## config.mk

```make
export PLATFORM = sky130hd
export DESIGN_NAME = fbia_wrap
export DESIGN_NICKNAME = d
export VERILOG_FILES = /design/src/design/fbia_pkg.sv /design/src/design/fbia_wrap.sv
export SDC_FILE = /design/constraint.sdc
export NUM_CORES = 1
export LEC_CHECK = 0
export ABC_CLOCK_PERIOD_IN_PS = 12220
export BUFFER_PORTS_ARGS = -buffer_cell sky130_fd_sc_hd__buf_2
export CELL_PAD_IN_SITES_DETAIL_PLACEMENT = 0
export CELL_PAD_IN_SITES_GLOBAL_PLACEMENT = 1
export CORE_AREA = 4 4 115 117
export CTS_BUF_LIST = sky130_fd_sc_hd__clkbuf_8 sky130_fd_sc_hd__clkbuf_16
export DETAILED_ROUTE_END_ITERATION = 12
export DIE_AREA = 0 0 119 121
export PLACE_DENSITY = 0.83
export RECOVER_POWER = 100
export SYNTH_ARGS = -nofsm -noshare
export SYNTH_HDL_FRONTEND = slang
export SYNTH_SLANG_ARGS = --single-unit
```

## constraint.sdc

```tcl
create_clock -name clk_i -period 12.22 [get_ports clk_i]
set_clock_uncertainty 0.2 [all_clocks]
set_input_delay 1.222 -clock clk_i [delete_from_list [all_inputs] [get_ports clk_i]]
set_output_delay 1.222 -clock clk_i [all_outputs]
set_load 0.01 [all_outputs]
```

## src/design/fbia_pkg.sv

```systemverilog
// Shared widths, command codes and saturation helper for the fractional buffer block.
`timescale 1ns / 1ps
`default_nettype none

package fbia_pkg;

  // Field widths fixed by the request and result formats
  localparam int SAMPLE_W = 24;
  localparam int OFFSET_W = 40;
  localparam int LEN_W    = 13;

  // Scaled weighted term and the widened sum before clamping
  localparam int TERM_W = SAMPLE_W + 2;
  localparam int SAT_W  = SAMPLE_W + 3;

  localparam logic [LEN_W-1:0] LEN_RESET = 13'd4096;

  // Command codes
  localparam logic CMD_READ  = 1'b0;
  localparam logic CMD_WRITE = 1'b1;

  // Clamp a widened sum into the signed sample range
  function automatic logic [SAMPLE_W-1:0] sat_sample(input logic [SAT_W-1:0] x);
    logic hi_ovf;
    logic lo_ovf;
    hi_ovf = !x[SAT_W-1] && (x[SAT_W-2:SAMPLE_W-1] != '0);
    lo_ovf = x[SAT_W-1] && (x[SAT_W-2:SAMPLE_W-1] != '1);
    if (hi_ovf) begin
      sat_sample = {1'b0, {(SAMPLE_W-1){1'b1}}};
    end else if (lo_ovf) begin
      sat_sample = {1'b1, {(SAMPLE_W-1){1'b0}}};
    end else begin
      sat_sample = x[SAMPLE_W-1:0];
    end
  endfunction

endpackage

`default_nettype wire

```

## src/design/fbia_wrap.sv

```systemverilog
// Iterative floor-modulo of the offset's integer part by the buffer length.
`timescale 1ns / 1ps
`default_nettype none

module fbia_wrap import fbia_pkg::*; #(
  parameter int BUFFER_DEPTH = 4096,
  parameter int FRAC_BITS    = 16,
  localparam int IW = OFFSET_W - FRAC_BITS,
  localparam int LW = $clog2(BUFFER_DEPTH + 1),
  localparam int AW = $clog2(BUFFER_DEPTH)
) (
  input  wire logic                 clk_i,
  input  wire logic                 rst_ni,
  input  wire logic                 start_i,
  input  wire logic [OFFSET_W-1:0]  offset_i,
  input  wire logic [LW-1:0]        len_i,
  output logic                      done_o,
  output logic      [AW-1:0]        idx_p_o,
  output logic      [AW-1:0]        idx_q_o,
  output logic      [FRAC_BITS-1:0] frac_o
);

  localparam int CW = $clog2(IW + 1);

  typedef enum logic [1:0] {
    W_IDLE,
    W_STEP,
    W_FIX
  } wrap_state_e;

  wrap_state_e   state_q;
  logic [IW-1:0] mag_q;
  logic [LW-1:0] rem_q;
  logic [CW-1:0] cnt_q;
  logic          neg_q;

  logic [IW-1:0] ip;
  logic [IW-1:0] mag_start;
  logic [LW:0]   trial;
  logic [LW-1:0] rem_d;
  logic [LW-1:0] pval;
  logic [LW-1:0] qnext;

  // Magnitude of the signed integer part
  assign ip        = offset_i[OFFSET_W-1:FRAC_BITS];
  assign mag_start = ip[IW-1] ? IW'(~ip + IW'(1)) : ip;

  // One restoring step: bring in the next bit, subtract the length if it fits
  always_comb begin
    trial = {rem_q, mag_q[IW-1]};
    if (trial >= {1'b0, len_i}) begin
      rem_d = LW'(trial - {1'b0, len_i});
    end else begin
      rem_d = trial[LW-1:0];
    end
  end

  // Fold a negative remainder back into range and find the next index
  always_comb begin
    if (neg_q && (rem_q != '0)) begin
      pval = len_i - rem_q;
    end else begin
      pval = rem_q;
    end
    qnext = pval + LW'(1);
  end

  always_ff @(posedge clk_i or negedge rst_ni) begin
    if (!rst_ni) begin
      state_q <= W_IDLE;
      done_o  <= 1'b0;
      cnt_q   <= '0;
    end else begin
      done_o <= 1'b0;
      case (state_q)
        W_IDLE: begin
          if (start_i) begin
            mag_q   <= mag_start;
            neg_q   <= ip[IW-1];
            frac_o  <= offset_i[FRAC_BITS-1:0];
            rem_q   <= '0;
            cnt_q   <= CW'(IW);
            state_q <= W_STEP;
          end
        end
        W_STEP: begin
          rem_q <= rem_d;
          mag_q <= {mag_q[IW-2:0], 1'b0};
          cnt_q <= cnt_q - CW'(1);
          if (cnt_q == CW'(1)) begin
            state_q <= W_FIX;
          end
        end
        W_FIX: begin
          idx_p_o <= pval[AW-1:0];
          idx_q_o <= (qnext == len_i) ? '0 : qnext[AW-1:0];
          done_o  <= 1'b1;
          state_q <= W_IDLE;
        end
        default: begin
          state_q <= W_IDLE;
        end
      endcase
    end
  end

endmodule

`default_nettype wire

```

# Word level (Yosys, flattened, before mapping)
# Cells that the tools add are included.
# word_totals
inputBits	56
wordCells	44
out_inout_bits	41
memories	0
romBits	0
reg_bits	86
latch_bits	0
ram_bits	0
# op_classes
shifts	0
add_sub_neg	5
bitwise	1
muxes	13
div_mod_pow	0
n_eq_ne	6
n_reduce_logical	9
n_mul	0
n_lt_le_gt_ge	1
# ops
cell	count
$mux 24	2
$pmux 24 s2	1
$mux 13	3
$pmux 13 s2	1
$sub 13x13->13	2
$add 24x1->24 const B	1
$not 24->24	1
$ge 14x13->1	1
$add 13x1->13 const B	1
$eq 13x13->1	1
$reduce_bool 13->1	1
$pmux 5 s2	1
$reduce_and 2->1	3
$reduce_and 3->1	2
$eq 5x1->1 const B	1
$mux 5	1
$sub 5x1->5 const B	1
$mux 2	2
$ne 2x2->1 const B	2
$pmux 2 s2	1
$eq 2x1->1 const B	1
$eq 2x2->1 const B	1
$logic_not 2->1	1
$reduce_bool 2->1	1
other kinds (2)	2

# Longest topological paths before layout
# depth
depth_word	5
mapped_depth	18
mapped_depth_nobuf	17

# Worst setup path after synthesis
# No wires, ideal clock.
# synth_timing
kind	input port to flip-flop
start	in start_i
end	reg mag_q[0] (enable)
n_path_buf	0
slack_ps	7473
t_required_ps	11532
cell_stages	2
arrival_ps	4059
setup_ps	488
path_cell_list	nand2_1 a21boi_0
# synth_via
elab_chain_len	2
# synth_rtl
element	line	rtl
from (decl)	fbia_wrap.sv:14	input wire logic start_i,
$ne 2x2->1 (no source line)	--	
$reduce_and 3->1 (no source line)	--	
to (signal assigned)	fbia_wrap.sv:78	mag_q <= mag_start;
to (signal assigned)	fbia_wrap.sv:88	mag_q <= {mag_q[IW-2:0], 1'b0};
to (decl)	fbia_wrap.sv:32	logic [IW-1:0] mag_q;
# Every way passes these cells.
# A chain may end at the register's enable or synchronous reset.

# Final worst setup path
# layout_timing
start	in len_i[1]
end	reg idx_q_o[1], data pin
# layout_via
elab_chain_len	4
# layout_rtl
element	line	rtl
from (decl)	fbia_wrap.sv:16	input wire logic [LW-1:0] len_i,
$sub 13x13->13	fbia_wrap.sv:61	pval = len_i - rem_q;
$mux 13	fbia_wrap.sv:60	if (neg_q && (rem_q != '0)) begin
via pval[5]	fbia_wrap.sv:41	logic [LW-1:0] pval;
$add 13x1->13	fbia_wrap.sv:65	qnext = pval + LW'(1);
$eq 13x13->1	fbia_wrap.sv:96	idx_q_o <= (qnext == len_i) ? '0 : qnext[AW-1:0];
to (signal assigned)	fbia_wrap.sv:96	
to (decl)	fbia_wrap.sv:19	output logic [AW-1:0] idx_q_o,
# The timed path passes the listed nets, and every way through them passes these cells.

==> impl_metrics.toml <==
[outcome]
outcome = "complete, but fails checks"
violations = "max-capacitance violations, max-slew violations"

[place]
placed_cell_area_mm2 = 0.00642
numPortBuffers = 96
routabilityCongestion = 0.854
dp.cells = 831
dpl.hpwl_um = 9870

[pwr]
pwr-share-seq = 0.330
p_comb_frac = 0.477
ir_drop_mv = 0.101
p_leak_nw = 2.61
switching_power_mw = 0.621
pwr-share-clk = 0.192
powerDensity_mw_per_mm2 = 236
p_int_mw = 0.942
swShare = 0.397

[synth]
syn_inst = 576
synth_fa_ha_area_frac = 0.0698
ys.flop_type = "edfxtp_1"
synth.distinct_cells = 73
synth_area_mm2 = 0.00577
synth_top_area_cell = "edfxtp_1"
yosys_register_bits = 86
synth_top_family_by_area = "simple AND/OR/NAND/NOR gates"
yosysTopAreaCellShare = 0.406
synth.area.top_cells = "edfxtp_1, ha_1, xor2_1"
yosys_warnings = 0
synth_xor_area_frac = 0.0800
synth_enable_flop_cells = 78
async_flop_share = 0.0930
syn_nets = 663
synthMuxAreaShare = 0.00521
synth_compound_area_frac = 0.161
synth_simple_gate_area_frac = 0.197
ys_seq_area_frac = 0.441
syn_avg_cell_area_um2 = 10.0

[sta]
setup_tns_ns = 0
timing.final.hold_violations = 0
setup_viol = 0
fin_hold_ws_ns = 0.286
fin_crit_ns = 7.82
slew_violations = 96
worst_slew_pin_slew_ns = 4.06
rsz0062_at_grt = "false"
max_freq_mhz = 128
fin_crit_sh = 0.640
maxSlewHeadroom = -1.78

[cts]
cts_buffer_depth = 2
cts_resized = 0
cts_tree = "done"
postCtsHoldBufs = 0
postCtsSetupBuffers = 0
clkSinkCount = 86
cts_buffers = 9
cts_root_buf = "clkbuf_16"
cts-htree-levels = 3
clk_pin_slew_ns = 0.06
clock_latency_ns = 0.35

[global_routing]
antenna_found_initial = 0
overflow = 0
track_usage = 0.179
grt_max_degree = 45
grt_pass1_wl_um = 20700
first_global_vias = 4393

[floorplanning]
rows = 41
die_w_um = 119
start_util = 0.467
die_area_mm2 = 0.0144
io_pins = 97
die_y_um = 121
core_mm2 = 0.0124

[drt]
first_pass_iters = 5
ant_nets = 0
drtIter0Drc = 234
detail_route.wl_per_cell_um = 15.3
vias = 4593
drt_wl_total_um = 13000
route.detailed.drc = 0
avgViaCountPerCell = 5.42

[setup_path]
arrival_ns = 7.55
worstReg2RegStart = "rem_q[1]$_SDFFCE_PN0P_"
cp.required_ns = 11.95
critPathCaptureType = "flop"
rr_endpoint = "idx_q_o[1]$_SDFFCE_PN0P_"
worstRegToRegCells = 11
r2r_setup_slack_ns = 4.93
crit_type = "in2reg"
cp_max_fo = 12
crit_path_start_kind = "input pin"

[layout]
finalInstanceArea_mm2 = 0.00664
post_route_cells_drive_above_1_share = 0.139
diodes = 0
area_growth_syn_to_layout_pct = 15.1
final.fill_count = 1151
final_cells = 847
final_cell_mix = "edfxtp_1, nand2_1, clkbuf_1, o21ai_0, buf_2"
final_common_cell = "edfxtp_1"
fin_nets = 757

[worst_hold_path]
whs_endpoint = "done_o$_DFF_PN0_"
hold_depth = 1
worstHoldStart = "state_q[0]$_DFFE_PN0P_"
worst_hold_path_type = "reg2reg"

[job]
maxCapViolations = 3
-- metrics by stage --
stage | power (mW) | setup WS [ns] | utilization
6_report | 1.56 | 4.40 | 0.537
5_1_grt | 1.69 | 3.70 | 0.537
4_1_cts | 1.59 | 6.85 | 0.546
3_5_place_dp | 1.28 | 6.49 | 0.520
3_3_place_gp | 1.25 | 6.76 | 0.520
2_1_floorplan | 1.11 | 7.47 | -
-- cell usage after synthesis, types with 4 or more instances --
library cell,instances
a211oi_1,9
a21oi_1,30
a31oi_1,4
and2_1,6
and3_1,7
clkbuf_1,13
dfrtp_1,8
edfxtp_1,78
ha_1,29
inv_1,47
nand2_1,54
nand2b_1,7
nand3_1,22
nand4_1,8
nor2_1,32
nor2_2,8
nor2b_1,8
nor3_1,15
nor4_1,5
o21a_1,4
o21ai_0,46
o31ai_1,5
or3_1,7
xnor2_1,18
xor2_1,27
-- flip-flops by register name (all words and copies together), names as in the netlist --
signal,count
neg_q,1
rem_q,13
frac_o,16
idx_q_o,12
cnt_q,5
mag_q,24
state_q,2
done_o,1
idx_p_o,12
-- power groups by stage --
stage / clock network (mW) / registers (mW) / logic, mW
after floorplan: 0 / 0.503 / 0.608
after global placement: 0 / 0.518 / 0.736
after detailed placement: 0 / 0.519 / 0.759
after CTS: 0.308 / 0.514 / 0.764
after global routing: 0.319 / 0.526 / 0.845
final: 0.301 / 0.516 / 0.746
-- worst max-delay path, stage by stage --
cell and delay, ns:
clkbuf_1 0.28, ha_1 0.29, nor2b_1 0.14, o2111ai_1 0.34
a31oi_1 0.16, o31ai_1 0.91, nand4_4 0.23, or3_1 0.41
a211o_1 0.30, a2111oi_0 3.13, nor2b_1 0.13
-- worst max path at each step --
stage / from / to / cells past startpoint / slack (ns)
detailed placement: len_i[0] / idx_q_o[1]$_SDFFCE_PN0P_ / 18 / 6.49
floorplan: start_i / mag_q[0]$_SDFFCE_PP0P_ / 2 / 7.47
finish: len_i[1] / idx_q_o[1]$_SDFFCE_PN0P_ / 11 / 4.40
CTS: len_i[0] / idx_q_o[1]$_SDFFCE_PN0P_ / 18 / 6.85
global placement: len_i[0] / idx_q_o[1]$_SDFFCE_PN0P_ / 18 / 6.76
global route: len_i[0] / idx_q_o[3]$_SDFFCE_PN0P_ / 15 / 3.70
-- final cells by class --
cell class	count	area, um^2	share of cell area
clock buffers	9	225	0.0339
clock inverters	7	104	0.0156
inverters	48	183	0.0275
multi-input cells	425	2930	0.441
flip-flops and latches	86	2540	0.383
well taps	172	215	0.0324
repair buffers	100	443	0.0667
-- metal layers --
metal  share of wire  vias to the layer above  wire length [um]  global-route usage
li1                -                     2309                 -                   -
met1            0.47                     2161              6140               0.238
met2            0.47                      107              6040               0.296
met3           0.043                       16               560              0.0303
met4           0.017                        0               226              0.0659
met5               0                        -                 0                   0
-- kinds of logic (layout without fill, tap and decap cells) --
logic type / after synthesis / after routing
XOR/XNOR: 48 / 48
multiplexers: 3 / 3
AO/OA/AOI/OAI: 137 / 137
adder cells (fa/ha/maj): 31 / 31
AND/OR/NAND/NOR: 206 / 206
flip-flops: 86 / 86
buffers and inverters: 65 / 164
No activity file was read; power rests on OpenSTA's default activity.
